===== src/hdl/tpsq_pkg.sv =====
// Package for the trimming priority switch queue.
// Holds the outcome codes, FIFO selects, register indexes and reset values.
// No dependencies; the interface, controller and top-level files use it.
package tpsq_pkg;

   // Defaults for the top-level parameters.
   localparam int DEFAULT_FIFO_DEPTH = 64;
   localparam int DEFAULT_TAG_BITS   = 16;

   // Fixed field widths.
   localparam int OUTCOME_W  = 4;
   localparam int TRIM_W     = 32;
   localparam int CAPACITY_W = 7;
   localparam int PERIOD_W   = 8;
   localparam int CSR_DATA_W = 8;
   localparam int CSR_INDEX_W = 1;

   // Configuration register indexes and reset values.
   localparam logic [CSR_INDEX_W-1:0] CSR_DATA_CAPACITY = 1'd0;
   localparam logic [CSR_INDEX_W-1:0] CSR_ARB_PERIOD    = 1'd1;
   localparam logic [CAPACITY_W-1:0]  CAPACITY_RESET    = 7'd64;
   localparam logic [PERIOD_W-1:0]    PERIOD_RESET      = 8'd10;

   // Result outcome codes.
   localparam logic [OUTCOME_W-1:0] OUT_PUSH_CTRL   = 4'd0;
   localparam logic [OUTCOME_W-1:0] OUT_PUSH_HDR    = 4'd1;
   localparam logic [OUTCOME_W-1:0] OUT_PUSH_TRIM   = 4'd2;
   localparam logic [OUTCOME_W-1:0] OUT_PUSH_DATA   = 4'd3;
   localparam logic [OUTCOME_W-1:0] OUT_DROP_FULL   = 4'd4;
   localparam logic [OUTCOME_W-1:0] OUT_POP_CTRL    = 4'd5;
   localparam logic [OUTCOME_W-1:0] OUT_POP_HDR     = 4'd6;
   localparam logic [OUTCOME_W-1:0] OUT_POP_DATA    = 4'd7;
   localparam logic [OUTCOME_W-1:0] OUT_POP_EMPTY   = 4'd8;

   // FIFO numbering, and the source codes of a popped beat.
   localparam int NUM_FIFOS = 3;
   localparam int FIFO_CTRL = 0;
   localparam int FIFO_HDR  = 1;
   localparam int FIFO_DATA = 2;

   localparam logic [1:0] SRC_NONE = 2'd0;
   localparam logic [1:0] SRC_CTRL = 2'd1;
   localparam logic [1:0] SRC_HDR  = 2'd2;
   localparam logic [1:0] SRC_DATA = 2'd3;

   // Operation codes.
   localparam logic OP_PUSH = 1'b0;
   localparam logic OP_POP  = 1'b1;

   // Result of one decision, handed from the controller to the output stage.
   typedef struct packed {
      logic [OUTCOME_W-1:0] outcome;
      logic [1:0]           source;
      logic [TRIM_W-1:0]    trim_total;
      logic                 all_empty;
   } decision_type;

endpackage


===== src/hdl/tpsq_if.sv =====
// Channel interfaces of the trimming priority switch queue.
// Request and response channels with valid/ready handshake; uses tpsq_pkg.
interface tpsq_req_if #(parameter int TAG_BITS = tpsq_pkg::DEFAULT_TAG_BITS);
   logic                valid;
   logic                ready;
   logic                operation;
   logic [TAG_BITS-1:0] packet_tag;
   logic                ack_flag;
   logic                syn_flag;
   logic                nack_flag;
   logic                header_flag;
   logic                pull_flag;

   modport source (output valid, operation, packet_tag, ack_flag, syn_flag, nack_flag,
                   header_flag, pull_flag, input ready);
   modport sink (input valid, operation, packet_tag, ack_flag, syn_flag, nack_flag,
                 header_flag, pull_flag, output ready);
endinterface

interface tpsq_rsp_if #(parameter int TAG_BITS = tpsq_pkg::DEFAULT_TAG_BITS);
   logic                valid;
   logic                ready;
   logic [3:0]          outcome;
   logic [TAG_BITS-1:0] out_tag;
   logic                out_trimmed;
   logic [31:0]         trim_total;
   logic                all_empty;

   modport source (output valid, outcome, out_tag, out_trimmed, trim_total, all_empty,
                   input ready);
   modport sink (input valid, outcome, out_tag, out_trimmed, trim_total, all_empty,
                 output ready);
endinterface


===== src/hdl/tpsq_ram.sv =====
// Generic single-write, single-read RAM with a registered read port.
// Used for the three tag FIFO stores; no dependencies.
module tpsq_ram #(
   parameter int WIDTH = 16,
   parameter int DEPTH = 64
) (
   input  logic                     clock,
   input  logic                     wr_en,
   input  logic [$clog2(DEPTH)-1:0] wr_addr,
   input  logic [WIDTH-1:0]         wr_data,
   input  logic [$clog2(DEPTH)-1:0] rd_addr,
   output logic [WIDTH-1:0]         rd_data
);

   logic [WIDTH-1:0] mem [DEPTH];
   logic [WIDTH-1:0] rd_data_ff;

   // Write port and registered read port.
   always_ff @(posedge clock) begin
      if (wr_en) begin
         mem[wr_addr] <= wr_data;
      end
      rd_data_ff <= mem[rd_addr];
   end

   assign rd_data = rd_data_ff;

endmodule


===== src/hdl/tpsq_ctrl.sv =====
// Queue controller: FIFO pointers and counts, push/pop decision, arbitration
// phase and trim counter. Drives the RAM write and read addresses; uses tpsq_pkg.
module tpsq_ctrl #(
   parameter int FIFO_DEPTH = tpsq_pkg::DEFAULT_FIFO_DEPTH
) (
   input  logic                                clock,
   input  logic                                reset,
   input  logic                                accept,
   input  logic                                operation,
   input  logic                                is_ctrl,
   input  logic                                is_hdr,
   input  logic [tpsq_pkg::CAPACITY_W-1:0]     data_capacity,
   input  logic [tpsq_pkg::PERIOD_W-1:0]       arbitration_period,
   output logic [tpsq_pkg::NUM_FIFOS-1:0]      wr_en,
   output logic [$clog2(FIFO_DEPTH)-1:0]       wr_addr [tpsq_pkg::NUM_FIFOS],
   output logic [$clog2(FIFO_DEPTH)-1:0]       rd_addr [tpsq_pkg::NUM_FIFOS],
   output logic                                trim_mark,
   output tpsq_pkg::decision_type              decision
);
   import tpsq_pkg::*;

   localparam int PTR_W = $clog2(FIFO_DEPTH);
   localparam int CNT_W = $clog2(FIFO_DEPTH + 1);
   localparam int CMP_W = (CNT_W > CAPACITY_W) ? CNT_W : CAPACITY_W;
   localparam logic [PTR_W-1:0] LAST_SLOT = PTR_W'(FIFO_DEPTH - 1);
   localparam logic [CNT_W-1:0] FULL_CNT  = CNT_W'(FIFO_DEPTH);

   logic [PTR_W-1:0]    rd_ptr_ff [NUM_FIFOS];
   logic [PTR_W-1:0]    rd_ptr_in [NUM_FIFOS];
   logic [PTR_W-1:0]    wr_ptr_ff [NUM_FIFOS];
   logic [PTR_W-1:0]    wr_ptr_in [NUM_FIFOS];
   logic [CNT_W-1:0]    count_ff  [NUM_FIFOS];
   logic [CNT_W-1:0]    count_in  [NUM_FIFOS];
   logic [PERIOD_W-1:0] phase_ff;
   logic [PERIOD_W-1:0] phase_in;
   logic [TRIM_W-1:0]   trim_ff;
   logic [TRIM_W-1:0]   trim_in;

   logic [NUM_FIFOS-1:0] put;
   logic [NUM_FIFOS-1:0] take;
   logic [NUM_FIFOS-1:0] full;
   logic                 over_capacity;
   logic [PERIOD_W:0]    phase_sum;
   logic [OUTCOME_W-1:0] outcome;
   logic [1:0]           source;

   // Full flags and the trim threshold on the data FIFO.
   always_comb begin
      for (int i = 0; i < NUM_FIFOS; i++) begin
         full[i] = (count_ff[i] == FULL_CNT);
      end
      over_capacity = (CMP_W'(count_ff[FIFO_DATA]) >= CMP_W'(data_capacity));
   end

   assign phase_sum = {1'b0, phase_ff} + (PERIOD_W + 1)'(1);

   // Decide where a push goes or which FIFO a pop serves.
   always_comb begin
      put       = '0;
      take      = '0;
      trim_mark = 1'b0;
      outcome   = OUT_POP_EMPTY;
      source    = SRC_NONE;
      phase_in  = phase_ff;
      trim_in   = trim_ff;
      if (operation == OP_PUSH) begin
         priority if (is_ctrl) begin
            put[FIFO_CTRL] = !full[FIFO_CTRL];
            outcome = full[FIFO_CTRL] ? OUT_DROP_FULL : OUT_PUSH_CTRL;
         end else if (is_hdr) begin
            put[FIFO_HDR] = !full[FIFO_HDR];
            outcome = full[FIFO_HDR] ? OUT_DROP_FULL : OUT_PUSH_HDR;
         end else if (over_capacity) begin
            put[FIFO_HDR] = !full[FIFO_HDR];
            trim_mark     = 1'b1;
            outcome = full[FIFO_HDR] ? OUT_DROP_FULL : OUT_PUSH_TRIM;
            if (!full[FIFO_HDR] && trim_ff != '1) begin
               trim_in = trim_ff + TRIM_W'(1);
            end
         end else begin
            put[FIFO_DATA] = !full[FIFO_DATA];
            outcome = full[FIFO_DATA] ? OUT_DROP_FULL : OUT_PUSH_DATA;
         end
      end else begin
         priority if (count_ff[FIFO_CTRL] != '0) begin
            take[FIFO_CTRL] = 1'b1;
            outcome = OUT_POP_CTRL;
            source  = SRC_CTRL;
         end else if (count_ff[FIFO_HDR] == '0 && count_ff[FIFO_DATA] == '0) begin
            outcome = OUT_POP_EMPTY;
         end else if (count_ff[FIFO_HDR] == '0) begin
            take[FIFO_DATA] = 1'b1;
            outcome = OUT_POP_DATA;
            source  = SRC_DATA;
         end else if (count_ff[FIFO_DATA] == '0) begin
            take[FIFO_HDR] = 1'b1;
            outcome = OUT_POP_HDR;
            source  = SRC_HDR;
         end else begin
            // Both contend: phase zero serves data, other phases serve headers.
            if (phase_ff == '0) begin
               take[FIFO_DATA] = 1'b1;
               outcome = OUT_POP_DATA;
               source  = SRC_DATA;
            end else begin
               take[FIFO_HDR] = 1'b1;
               outcome = OUT_POP_HDR;
               source  = SRC_HDR;
            end
            phase_in = (phase_sum >= {1'b0, arbitration_period}) ? '0
                                                                  : phase_sum[PERIOD_W-1:0];
         end
      end
   end

   // Pointer and count updates for each FIFO.
   always_comb begin
      for (int i = 0; i < NUM_FIFOS; i++) begin
         wr_ptr_in[i] = wr_ptr_ff[i];
         rd_ptr_in[i] = rd_ptr_ff[i];
         count_in[i]  = count_ff[i];
         if (put[i]) begin
            wr_ptr_in[i] = (wr_ptr_ff[i] == LAST_SLOT) ? '0 : wr_ptr_ff[i] + PTR_W'(1);
            count_in[i]  = count_ff[i] + CNT_W'(1);
         end else if (take[i]) begin
            rd_ptr_in[i] = (rd_ptr_ff[i] == LAST_SLOT) ? '0 : rd_ptr_ff[i] + PTR_W'(1);
            count_in[i]  = count_ff[i] - CNT_W'(1);
         end
      end
   end

   always_ff @(posedge clock) begin
      if (reset) begin
         for (int i = 0; i < NUM_FIFOS; i++) begin
            wr_ptr_ff[i] <= '0;
            rd_ptr_ff[i] <= '0;
            count_ff[i]  <= '0;
         end
         phase_ff <= '0;
         trim_ff  <= '0;
      end else if (accept) begin
         for (int i = 0; i < NUM_FIFOS; i++) begin
            wr_ptr_ff[i] <= wr_ptr_in[i];
            rd_ptr_ff[i] <= rd_ptr_in[i];
            count_ff[i]  <= count_in[i];
         end
         phase_ff <= phase_in;
         trim_ff  <= trim_in;
      end
   end

   // RAM controls: reads always address the head of each FIFO.
   always_comb begin
      for (int i = 0; i < NUM_FIFOS; i++) begin
         wr_en[i]   = accept && put[i];
         wr_addr[i] = wr_ptr_ff[i];
         rd_addr[i] = rd_ptr_ff[i];
      end
   end

   assign decision.outcome    = outcome;
   assign decision.source     = source;
   assign decision.trim_total = trim_in;
   assign decision.all_empty  = (count_in[FIFO_CTRL] == '0) && (count_in[FIFO_HDR] == '0)
                                && (count_in[FIFO_DATA] == '0);

endmodule


===== src/hdl/trimming_priority_switch_queue.sv =====
// Trimming priority switch queue: a switch port's output queue of packet tags
// held in three FIFO RAMs (control, header, data). Every request beat, push or
// pop, produces exactly one response beat: the accepting cycle decides and
// updates pointers, then the read state waits for the FIFO RAM's registered
// read. No new request is taken before the current one reaches the response
// register; a waiting response beat stalls the next acceptance only until
// it is taken. Data pushes beyond data_capacity are stored in the header FIFO
// as trimmed; contended pops serve data once per arbitration_period. Registers
// are to be written through the csr_ port only while the queue is idle; the
// block itself does not enforce this. There is no clearing pass after reset.
module trimming_priority_switch_queue #(
   parameter int FIFO_DEPTH = tpsq_pkg::DEFAULT_FIFO_DEPTH,
   parameter int TAG_BITS   = tpsq_pkg::DEFAULT_TAG_BITS
) (
   input  logic                                clock,
   input  logic                                reset,
   tpsq_req_if.sink                            req_bus,
   tpsq_rsp_if.source                          rsp_bus,
   input  logic                                csr_write_enable,
   input  logic [tpsq_pkg::CSR_INDEX_W-1:0]    csr_index,
   input  logic [tpsq_pkg::CSR_DATA_W-1:0]     csr_write_data
);
   import tpsq_pkg::*;

   localparam int PTR_W = $clog2(FIFO_DEPTH);
   localparam logic ST_IDLE = 1'b0;
   localparam logic ST_READ = 1'b1;

   logic                  state_ff;
   logic                  state_in;
   logic [CAPACITY_W-1:0] capacity_ff;
   logic [PERIOD_W-1:0]   period_ff;
   decision_type          pend_ff;
   decision_type          decision;

   logic                  rsp_valid_ff;
   logic [OUTCOME_W-1:0]  rsp_outcome_ff;
   logic [TAG_BITS-1:0]   rsp_tag_ff;
   logic                  rsp_trimmed_ff;
   logic [TRIM_W-1:0]     rsp_trim_ff;
   logic                  rsp_empty_ff;

   logic                  accept;
   logic [NUM_FIFOS-1:0]  wr_en;
   logic [PTR_W-1:0]      wr_addr [NUM_FIFOS];
   logic [PTR_W-1:0]      rd_addr [NUM_FIFOS];
   logic                  trim_mark;
   logic [TAG_BITS-1:0]   ctrl_rd_data;
   logic [TAG_BITS:0]     hdr_rd_data;
   logic [TAG_BITS-1:0]   data_rd_data;

   // Configuration registers.
   always_ff @(posedge clock) begin
      if (reset) begin
         capacity_ff <= CAPACITY_RESET;
         period_ff   <= PERIOD_RESET;
      end else if (csr_write_enable) begin
         unique case (csr_index)
            CSR_DATA_CAPACITY: capacity_ff <= csr_write_data[CAPACITY_W-1:0];
            CSR_ARB_PERIOD:    period_ff   <= csr_write_data[PERIOD_W-1:0];
            default:           ;
         endcase
      end
   end

   // Take a request beat when idle and the response register is free or draining.
   assign req_bus.ready = (state_ff == ST_IDLE) && (!rsp_valid_ff || rsp_bus.ready);
   assign accept        = req_bus.valid && req_bus.ready;

   tpsq_ctrl #(.FIFO_DEPTH(FIFO_DEPTH)) u_ctrl (
      .clock              (clock),
      .reset              (reset),
      .accept             (accept),
      .operation          (req_bus.operation),
      .is_ctrl            (req_bus.ack_flag | req_bus.syn_flag | req_bus.nack_flag),
      .is_hdr             (req_bus.header_flag | req_bus.pull_flag),
      .data_capacity      (capacity_ff),
      .arbitration_period (period_ff),
      .wr_en              (wr_en),
      .wr_addr            (wr_addr),
      .rd_addr            (rd_addr),
      .trim_mark          (trim_mark),
      .decision           (decision)
   );

   // FIFO stores; the header store carries the trimmed mark above the tag.
   tpsq_ram #(.WIDTH(TAG_BITS), .DEPTH(FIFO_DEPTH)) u_ctrl_ram (
      .clock   (clock),
      .wr_en   (wr_en[FIFO_CTRL]),
      .wr_addr (wr_addr[FIFO_CTRL]),
      .wr_data (req_bus.packet_tag),
      .rd_addr (rd_addr[FIFO_CTRL]),
      .rd_data (ctrl_rd_data)
   );

   tpsq_ram #(.WIDTH(TAG_BITS + 1), .DEPTH(FIFO_DEPTH)) u_hdr_ram (
      .clock   (clock),
      .wr_en   (wr_en[FIFO_HDR]),
      .wr_addr (wr_addr[FIFO_HDR]),
      .wr_data ({trim_mark, req_bus.packet_tag}),
      .rd_addr (rd_addr[FIFO_HDR]),
      .rd_data (hdr_rd_data)
   );

   tpsq_ram #(.WIDTH(TAG_BITS), .DEPTH(FIFO_DEPTH)) u_data_ram (
      .clock   (clock),
      .wr_en   (wr_en[FIFO_DATA]),
      .wr_addr (wr_addr[FIFO_DATA]),
      .wr_data (req_bus.packet_tag),
      .rd_addr (rd_addr[FIFO_DATA]),
      .rd_data (data_rd_data)
   );

   // Sequencer: an idle state that decides on accept, then a read state for the RAM read.
   always_comb begin
      unique case (state_ff)
         ST_IDLE: state_in = accept ? ST_READ : ST_IDLE;
         ST_READ: state_in = ST_IDLE;
         default: state_in = ST_IDLE;
      endcase
   end

   always_ff @(posedge clock) begin
      if (reset) begin
         state_ff <= ST_IDLE;
      end else begin
         state_ff <= state_in;
      end
   end

   // Hold the decision until the read data is back.
   always_ff @(posedge clock) begin
      if (accept) begin
         pend_ff <= decision;
      end
   end

   // Response register: loaded in the read cycle, where it is always empty.
   always_ff @(posedge clock) begin
      if (reset) begin
         rsp_valid_ff <= 1'b0;
      end else if (state_ff == ST_READ) begin
         rsp_valid_ff <= 1'b1;
      end else if (rsp_bus.ready) begin
         rsp_valid_ff <= 1'b0;
      end
   end

   always_ff @(posedge clock) begin
      if (state_ff == ST_READ) begin
         rsp_outcome_ff <= pend_ff.outcome;
         rsp_trim_ff    <= pend_ff.trim_total;
         rsp_empty_ff   <= pend_ff.all_empty;
         unique case (pend_ff.source)
            SRC_CTRL: begin
               rsp_tag_ff     <= ctrl_rd_data;
               rsp_trimmed_ff <= 1'b0;
            end
            SRC_HDR: begin
               rsp_tag_ff     <= hdr_rd_data[TAG_BITS-1:0];
               rsp_trimmed_ff <= hdr_rd_data[TAG_BITS];
            end
            SRC_DATA: begin
               rsp_tag_ff     <= data_rd_data;
               rsp_trimmed_ff <= 1'b0;
            end
            default: begin
               rsp_tag_ff     <= '0;
               rsp_trimmed_ff <= 1'b0;
            end
         endcase
      end
   end

   assign rsp_bus.valid       = rsp_valid_ff;
   assign rsp_bus.outcome     = rsp_outcome_ff;
   assign rsp_bus.out_tag     = rsp_tag_ff;
   assign rsp_bus.out_trimmed = rsp_trimmed_ff;
   assign rsp_bus.trim_total  = rsp_trim_ff;
   assign rsp_bus.all_empty   = rsp_empty_ff;

endmodule

===== src/flat_wrapper.sv =====
// flat-port wrapper written by rule: the top's interface ports become plain ports
module trimming_priority_switch_queue_flat import tpsq_pkg::*;
#(
   parameter int FIFO_DEPTH = tpsq_pkg::DEFAULT_FIFO_DEPTH,
   parameter int TAG_BITS   = tpsq_pkg::DEFAULT_TAG_BITS
)
  (clock, reset, csr_write_enable, csr_index, csr_write_data, req_bus_valid, req_bus_operation, req_bus_packet_tag, req_bus_ack_flag, req_bus_syn_flag, req_bus_nack_flag, req_bus_header_flag, req_bus_pull_flag, req_bus_ready, rsp_bus_valid, rsp_bus_outcome, rsp_bus_out_tag, rsp_bus_out_trimmed, rsp_bus_trim_total, rsp_bus_all_empty, rsp_bus_ready);
  tpsq_req_if #(.TAG_BITS(TAG_BITS)) req_bus_i ();
  tpsq_rsp_if #(.TAG_BITS(TAG_BITS)) rsp_bus_i ();
  input  logic clock;
  input  logic reset;
  input  logic csr_write_enable;
  input  logic [tpsq_pkg::CSR_INDEX_W-1:0] csr_index;
  input  logic [tpsq_pkg::CSR_DATA_W-1:0] csr_write_data;
  input wire logic [$bits(req_bus_i.valid)-1:0] req_bus_valid;
  input wire logic [$bits(req_bus_i.operation)-1:0] req_bus_operation;
  input wire logic [$bits(req_bus_i.packet_tag)-1:0] req_bus_packet_tag;
  input wire logic [$bits(req_bus_i.ack_flag)-1:0] req_bus_ack_flag;
  input wire logic [$bits(req_bus_i.syn_flag)-1:0] req_bus_syn_flag;
  input wire logic [$bits(req_bus_i.nack_flag)-1:0] req_bus_nack_flag;
  input wire logic [$bits(req_bus_i.header_flag)-1:0] req_bus_header_flag;
  input wire logic [$bits(req_bus_i.pull_flag)-1:0] req_bus_pull_flag;
  output wire logic [$bits(req_bus_i.ready)-1:0] req_bus_ready;
  output wire logic [$bits(rsp_bus_i.valid)-1:0] rsp_bus_valid;
  output wire logic [$bits(rsp_bus_i.outcome)-1:0] rsp_bus_outcome;
  output wire logic [$bits(rsp_bus_i.out_tag)-1:0] rsp_bus_out_tag;
  output wire logic [$bits(rsp_bus_i.out_trimmed)-1:0] rsp_bus_out_trimmed;
  output wire logic [$bits(rsp_bus_i.trim_total)-1:0] rsp_bus_trim_total;
  output wire logic [$bits(rsp_bus_i.all_empty)-1:0] rsp_bus_all_empty;
  input wire logic [$bits(rsp_bus_i.ready)-1:0] rsp_bus_ready;
  assign req_bus_i.valid = req_bus_valid;
  assign req_bus_i.operation = req_bus_operation;
  assign req_bus_i.packet_tag = req_bus_packet_tag;
  assign req_bus_i.ack_flag = req_bus_ack_flag;
  assign req_bus_i.syn_flag = req_bus_syn_flag;
  assign req_bus_i.nack_flag = req_bus_nack_flag;
  assign req_bus_i.header_flag = req_bus_header_flag;
  assign req_bus_i.pull_flag = req_bus_pull_flag;
  assign req_bus_ready = req_bus_i.ready;
  assign rsp_bus_valid = rsp_bus_i.valid;
  assign rsp_bus_outcome = rsp_bus_i.outcome;
  assign rsp_bus_out_tag = rsp_bus_i.out_tag;
  assign rsp_bus_out_trimmed = rsp_bus_i.out_trimmed;
  assign rsp_bus_trim_total = rsp_bus_i.trim_total;
  assign rsp_bus_all_empty = rsp_bus_i.all_empty;
  assign rsp_bus_i.ready = rsp_bus_ready;
  trimming_priority_switch_queue #(.FIFO_DEPTH(FIFO_DEPTH), .TAG_BITS(TAG_BITS)) u_core (.clock(clock), .reset(reset), .req_bus(req_bus_i), .rsp_bus(rsp_bus_i), .csr_write_enable(csr_write_enable), .csr_index(csr_index), .csr_write_data(csr_write_data));
endmodule

===== config.mk =====
export PLATFORM = sky130hd
export DESIGN_NAME = trimming_priority_switch_queue_flat
export DESIGN_NICKNAME = d
export VERILOG_FILES = /design/src/hdl/tpsq_pkg.sv /design/src/hdl/tpsq_if.sv /design/src/hdl/tpsq_ram.sv /design/src/hdl/tpsq_ctrl.sv /design/src/hdl/trimming_priority_switch_queue.sv /design/src/flat_wrapper.sv
export SDC_FILE = /design/constraint.sdc
export NUM_CORES = 2
export LEC_CHECK = 0
export BUFFER_PORTS_ARGS = -buffer_cell sky130_fd_sc_hd__buf_2
export CAP_MARGIN = 20
export CORE_ASPECT_RATIO = 0.9
export CORE_MARGIN = 2
export CORE_UTILIZATION = 44
export CTS_BUF_LIST = sky130_fd_sc_hd__clkbuf_4
export DETAILED_ROUTE_END_ITERATION = 8
export MAX_ROUTING_LAYER = met4
export SLEW_MARGIN = 20
export SYNTH_ARGS = -nofsm -noshare
export SYNTH_HDL_FRONTEND = slang
export SYNTH_SLANG_ARGS = --single-unit

===== constraint.sdc =====
create_clock -name clock -period 6.22 [get_ports clock]
set_clock_uncertainty 0.2 [all_clocks]
set_input_delay 0 -clock clock [delete_from_list [all_inputs] [get_ports clock]]
set_output_delay 0 -clock clock [all_outputs]
set_load 0.05 [all_outputs]

# == Yosys cells after proc, flatten, opt, wreduce, memory -nomap -nowiden ==
# Memories as Yosys holds them, arrays and structs flattened. A register that Yosys moved wholly into a read port is not among the register bits.
# Cells that the tools add are included.
# totals
ff_bits,150
ramBits,3193
in_bits,36
out_inout_bits,56
elab_cells,186
n_memories,6
# memory_table
name,words,width,rd,rd_ports_with_merged_regs,write_ports,line,text
u_core.u_hdr_ram.mem,64,17,1,1,1,tpsq_ram.sv:15,logic [WIDTH-1:0] mem [DEPTH];
u_core.u_ctrl_ram.mem,64,16,1,1,1,tpsq_ram.sv:15,
u_core.u_data_ram.mem,64,16,1,1,1,tpsq_ram.sv:15,
u_core.u_ctrl.count_ff,3,7,3,0,3,tpsq_ctrl.sv:32,logic [CNT_W-1:0] count_ff [NUM_FIFOS];
u_core.u_ctrl.rd_ptr_ff,3,6,3,0,3,tpsq_ctrl.sv:28,logic [PTR_W-1:0] rd_ptr_ff [NUM_FIFOS];
u_core.u_ctrl.wr_ptr_ff,3,6,3,0,3,tpsq_ctrl.sv:30,logic [PTR_W-1:0] wr_ptr_ff [NUM_FIFOS];
# classes
addsub,14
magnitude_cmp,2
n_eq_ne,13
muxes,90
n_bitwise,19
n_reduce_logical,26
# ops
op,n
2-to-1 mux 32 bit,5
2-to-1 mux 6 bit,21
2-to-1 mux 7 bit,9
one-hot mux 16 bit (3 select lines),1
"adder 6 x 1 -> 6 bit, second input constant",6
"equality test 6 bit, second input constant",6
logical NOT 7 bit,5
2-to-1 mux 1 bit,35
"adder 32 x 1 -> 32 bit, second input constant",1
"!= test 32 bit, second input constant",1
"adder 7 x 1 -> 7 bit, second input constant",3
"equality test 7 bit, second input constant",3
2-to-1 mux 3 bit,7
"subtractor 7 x 1 -> 7 bit, second input constant",3
2-to-1 mux 4 bit,5
bitwise OR 1 bit,12
2-to-1 mux 2 bit,5
"adder 8 x 1 -> 9 bit, second input constant",1
>= comparator 9 x 8 -> 1 bit,1
logical AND 1 bit,9
logical NOT 8 bit,1
2-to-1 mux 8 bit,1
>= comparator 7 bit,1
NOT 1 bit,7
other kinds (10),15

# == Longest topological paths before layout ==
# logic_depth
depth_word,12
depth_mapped,12
mapped_depth_nobuf,10

# == Hierarchy ==
# A second synthesis with hierarchy kept.
# hier_totals
cells_unflattened,6597
hier_area_um2,132950.0
# by_module_without_submodules
module,n_inst,cells_each,area_each_um2,seq_area_each_um2
tpsq_ram at u_core.u_ctrl_ram ...,2,1829,40042.2,31069.8
tpsq_ram at u_core.u_hdr_ram,1,1953,42344.4,33011.7
tpsq_ctrl,1,783,6671.4,2512.4
trimming_priority_switch_queue,1,203,3849.9,3133.0

# == Least setup slack after synthesis ==
# No wires, ideal clock.
# synth_timing
path_type,register to register
from,register u_core.state_ff
to,memory u_core.u_data_ram.mem[62][0] (netlist: u_core.u_data_ram.mem[31][0]) (enable)
setup_time_ns,0.436
arrival_time_ns,4.527
required_ns,5.584
slack_ns,1.056
stages_incl_launch_ff,7
path_buffers,1
synth_period_minus_slack_ns,5.164
path_cell_list,dfxtp_1 a21oi_1 nand2_1 inv_1 clkbuf_1 nand3_1 nor4b_1
# synth_via
elab_chain_len,6
# synth_rtl
item,line,text
from (decl),trimming_priority_switch_queue.sv:29,logic state_ff;
from (signal assigned),trimming_priority_switch_queue.sv:127,state_ff <= state_in;
NOT 1 bit,trimming_priority_switch_queue.sv:67,assign req_bus.ready = (state_ff == ST_IDLE) && (!rsp_valid_ff || rsp_bus.ready);
logical AND 1 bit,trimming_priority_switch_queue.sv:67,
net req_bus_ready,flat_wrapper.sv:23,output wire logic [$bits(req_bus_i.ready)-1:0] req_bus_ready;
logical AND 1 bit,trimming_priority_switch_queue.sv:68,assign accept = req_bus.valid && req_bus.ready;
logical AND 1 bit,tpsq_ctrl.sv:155,wr_en[i] = accept && put[i];
2-to-1 mux 1 bit,tpsq_ram.sv:20,if (wr_en) begin
2-to-1 mux 1 bit (implied by the code),tpsq_ram.sv:21,mem[wr_addr] <= wr_data;
to (decl),tpsq_ram.sv:15,
# The timed path passes the listed nets, and every way through them passes these cells.

# == Worst setup path after layout ==
# layout_timing
from,input port req_bus_operation
to,memory u_core.u_data_ram.mem[88][0] (netlist: u_core.u_data_ram.mem[44][0]) (enable)
# layout_via
elab_chain_len,4
# layout_rtl
item,line,text
from (decl),flat_wrapper.sv:16,input wire logic [$bits(req_bus_i.operation)-1:0] req_bus_operation;
2-to-1 mux 3 bit,tpsq_ctrl.sv:66,if (operation == OP_PUSH) begin
logical AND 1 bit,tpsq_ctrl.sv:155,
2-to-1 mux 1 bit,tpsq_ram.sv:20,
2-to-1 mux 1 bit (implied by the code),tpsq_ram.sv:21,
# No other way between the ends.

==> impl_metrics.py <==
metrics = {
    "sta": {
        "slew_viol_final": 0,
        "finalHoldWorstSlack_ps": 180.4,
        "max_slew_margin": 0.1775,
        "worst-slew-pin-transition_ps": 1234,
        "setup_total_negative_slack_ps": 0,
        "hold_viol": 0,
        "layout_worst_path_cycle_share": 0.8287,
        "finalCriticalPeriod_ps": 5154,
        "top_achievable_clock_speed_ghz": 0.1940,
        "setup_slack_ps": 1066,
        "final-setup-viol-count": 0,
        "grt_setup_unrepaired": "false",
    },
    "floorplan": {
        "die_width_um": 579.3,
        "die-area_mm2": 0.3023,
        "core.rowCount": 190,
        "vert_die_dim_um": 521.8,
        "boundaryPins": 92,
        "initial_utilization": 0.4411,
        "coreArea_mm2": 0.2972,
    },
    "setup_path": {
        "slowest_delay_ps": 880,
        "timing.setup.critical_path_class": "in -> reg",
        "crit_path_max_fanout": 15,
        "timing.critical_path.required_ps": 7230,
        "worst-endpoint-arrival_ps": 6160,
        "critical_path.most_common_cell": "sky130_fd_sc_hd__dlygate4sd3_1",
        "crit_chain": "dlygate4sd3_1 > buf_2 > dlygate4sd3_1 > nor4_2 > dlygate4sd3_1 > buf_4 > dlygate4sd3_1 > o211ai_1 > nor3_1 > nand3_1 > buf_4 > or3b_2 > nor2_1 > buf_4",
        "crit_path_start_kind": "input pin",
        "critical_path.endpoint_type": "flop",
        "cp_max_stage_cell": "sky130_fd_sc_hd__dlygate4sd3_1",
    },
    "logic_synthesis": {
        "post_synth_num_cell_types": 78,
        "synth.top_cells.by_area": "sky130_fd_sc_hd__edfxtp_1, sky130_fd_sc_hd__mux4_2, sky130_fd_sc_hd__dfxtp_1",
        "postSynth.asyncResetShare": 0,
        "yosys_register_bits": 3392,
        "ys.warnings.count": 0,
        "ys_seq_area_frac": 0.7691,
        "synth_top_area_share": 0.7529,
        "synth_flop_cell": "sky130_fd_sc_hd__edfxtp_1",
        "post_synth_inst_count": 5727,
        "nets_in_the_synthesized_netlist": 5794,
        "synth_enable_flop_cells": 3286,
        "mappedNetlistArea_mm2": 0.1311,
        "average_cell_area_after_synthesis_um2": 22.89,
        "yosysTopAreaCell": "sky130_fd_sc_hd__edfxtp_1",
    },
    "grt": {
        "grt_start_max_net_pins": 158,
        "gr-total-overflow": 0,
        "grt_pass1_vias": 65060,
        "grt_first_pass_wirelength_mm": 463.4,
        "global_route_total_usage_across_every_layer": 0.2202,
        "antenna_violations_before_repair": 24,
    },
    "hold_path": {
        "hp-class": "in -> reg",
    },
    "placement": {
        "placement.io_buffers": 91,
        "dpl_cell_area_mm2": 0.1376,
        "detailed_place_hpwl_mm": 182.4,
        "gp_congestion": 0.8466,
        "dpl_worst_slack_ps": 1452,
    },
    "clock_network": {
        "clock-root-buffer": "sky130_fd_sc_hd__clkbuf_4",
        "ctsResizeCount": 0,
        "tritoncts": "done",
        "clk_transition_reported_paths_ps": 60,
        "number_of_levels_the_h_tree_was_split_into": 6,
        "worstSkewPairLatency_ps": 1630,
        "cts_buffer_depth": 4,
        "number_of_clock_sinks": 3392,
        "cts_inserted_buffers": 827,
        "cts_setup_buffers": 0,
    },
    "route": {
        "avgViaCountPerCell": 5.714,
        "drt.antenna.violating_nets": 0,
        "dr.first_iter.drc_count": 7759,
        "detail_route.wl_per_cell_um": 28.52,
        "vias": 64870,
        "firstDrtPassIters": 7,
        "routed_wl_mm": 323.8,
        "post-route-drc-count": 0,
    },
    "finish": {
        "area_growth_pct": 14.46,
        "drive_gt1_frac": 0.3759,
        "finalInstanceArea_mm2": 0.1500,
        "filler_cell_count": 23750,
        "fin_nets": 6816,
    },
    "pwr": {
        "power.net_switching_uw": 10890,
        "power_frac_seq": 0.544,
        "ir_drop_uv": 172.6,
        "p_sw_frac": 0.2336,
        "power.density_cell_area_mw_per_mm2": 310.9,
        "cellInternalPower_uw": 35740,
        "p_leak_uw": 0.04754,
        "comb_power_share": 0.065,
        "clock_power_share": 0.391,
    },
    "status": {
        "status": "finished clean",
    },
    "run": {
        "timing.max_cap.violations": 0,
    },
}
-- per-layer routing --
layer,wire [um],global-route usage
met1,140900,0.3215
met4,5982,0.05395
met5,0,-
met3,25870,0.03988
met2,151000,0.3237
-- sequential cells by signal (all words and copies together) (netlist names), 21 cells and up --
signal / flops
u_core.u_ctrl.trim_ff: 32
u_core.u_hdr_ram.mem: 1088
u_core.u_ctrl_ram.mem: 1024
u_core.rsp_bus.trim_total: 32
u_core.pend_ff: 39
u_core.u_data_ram.mem: 1024
u_core.u_ctrl.count_ff: 21
-- cell usage in the layout, fill, tap and decap left out, types with 16 or more instances in the layout --
cell	Yosys	final
sky130_fd_sc_hd__clkinv_1	0	178
sky130_fd_sc_hd__buf_6	1	17
sky130_fd_sc_hd__mux2_2	19	19
sky130_fd_sc_hd__buf_12	0	24
sky130_fd_sc_hd__inv_6	0	16
sky130_fd_sc_hd__and3_1	17	17
sky130_fd_sc_hd__xnor2_1	47	47
sky130_fd_sc_hd__nand2_1	93	93
sky130_fd_sc_hd__ha_1	31	31
sky130_fd_sc_hd__buf_4	1	246
sky130_fd_sc_hd__dfxtp_1	106	105
sky130_fd_sc_hd__a21oi_1	36	36
sky130_fd_sc_hd__edfxtp_1	3286	3286
sky130_fd_sc_hd__nand3_1	52	52
sky130_fd_sc_hd__diode_2	0	27
sky130_fd_sc_hd__buf_2	75	75
sky130_fd_sc_hd__nand4_1	29	29
sky130_fd_sc_hd__nor3_1	26	25
sky130_fd_sc_hd__dlygate4sd3_1	0	128
sky130_fd_sc_hd__and2_1	16	16
sky130_fd_sc_hd__xor2_1	45	45
sky130_fd_sc_hd__clkinv_2	0	27
sky130_fd_sc_hd__inv_1	40	39
sky130_fd_sc_hd__nor2_1	319	299
sky130_fd_sc_hd__a22o_1	16	16
sky130_fd_sc_hd__clkinv_4	0	20
sky130_fd_sc_hd__o21ai_0	23	23
sky130_fd_sc_hd__clkbuf_4	0	1205
sky130_fd_sc_hd__mux4_2	1029	1029
-- worst paths after layout --
path | from | to | slack (ps) | cells after the start
worst min register to register | u_core.pend_ff[19]$_DFFE_PP_ | u_core.rsp_bus.trim_total[18]$_DFFE_PP_ | 210 | 0
worst min-delay path | csr_write_data[0] | u_core.capacity_ff[0]$_SDFFE_PP0P_ | 180 | 6
worst max register to register | u_core.state_ff$_SDFF_PP0_ | u_core.u_hdr_ram.mem[51][14]$_DFFE_PP_ | 1520 | 9
worst max-delay path | req_bus_operation | u_core.u_data_ram.mem[44][0]$_DFFE_PP_ | 1070 | 14
-- logic make-up after synthesis --
group,synth area share
multiplexers,0.1787
flip-flops,0.7691
XOR/XNOR,0.006148
adder cells (fa/ha/maj),0.002959
buffers and inverters,0.01089
AO/OA/AOI/OAI,0.007761
AND/OR/NAND/NOR,0.02450
-- worst max-delay path, delay by kind of cell --
kind	cells	cell delay, ps
AO/OA/AOI/OAI	1	280
buffers and inverters	8	3680
AND/OR/NAND/NOR	5	2160
-- power by group through the flow --
stage / clock network (uW) / registers [uW] / logic (uW)
2_1_floorplan: 0 / 25800 / 1670
3_3_place_gp: 0 / 25900 / 2940
3_5_place_dp: 0 / 25900 / 2970
4_1_cts: 18700 / 25400 / 3070
5_1_grt: 19900 / 25400 / 3190
6_report: 18200 / 25400 / 3040
-- layout make-up --
type                       count  area, um^2  area share
sequential                  3392      100800      0.6720
multi-input combinational   1983       28940      0.1929
clock buffer                1205        9046     0.06030
tap                         3936        4925     0.03283
timing repair buffer         505        4576     0.03050
clock inverter               263        1503     0.01002
inverter                      40       150.1    0.001001
antenna                       27       67.56   0.0004504
-- per-stage QoR --
step	power, uW	instances	util
final	46630	11350	0.5048
after global routing	48450	11350	0.5048
after CTS	47140	11320	0.5045
after detailed placement	28840	9711	0.4632
after global placement	28800	9710	0.4632
after floorplan	27460	5727	-
-- cell usage after synthesis, drive strengths merged, types with 4 or more instances --
| cell type | number |
|---|---|
| nand2 | 94 |
| nor2 | 319 |
| a21oi | 36 |
| edfxtp | 3286 |
| nand3b | 15 |
| a22o | 16 |
| and3 | 18 |
| xnor2 | 47 |
| mux2 | 19 |
| buf | 113 |
| nand4 | 29 |
| or4 | 8 |
| nor3 | 30 |
| inv | 40 |
| or2 | 6 |
| or3b | 8 |
| o21ai | 25 |
| a211oi | 5 |
| or3 | 12 |
| and4 | 7 |
| dfxtp | 106 |
| o31ai | 6 |
| nor4b | 4 |
| ha | 31 |
| a21o | 7 |
| o211ai | 11 |
| clkbuf | 199 |
| o21a | 6 |
| nor2b | 10 |
| nor4 | 16 |
| xor2 | 45 |
| nand2b | 12 |
| nand3 | 53 |
| a32oi | 7 |
| mux4 | 1029 |
| and2 | 16 |
-- timing repair --
action                                   CTS  global route
hold endpoints to repair                6398             0
endpoints found under the setup margin     0             0
hold buffers                             144             0
Note: power is estimated with default switching activity, not from simulation.
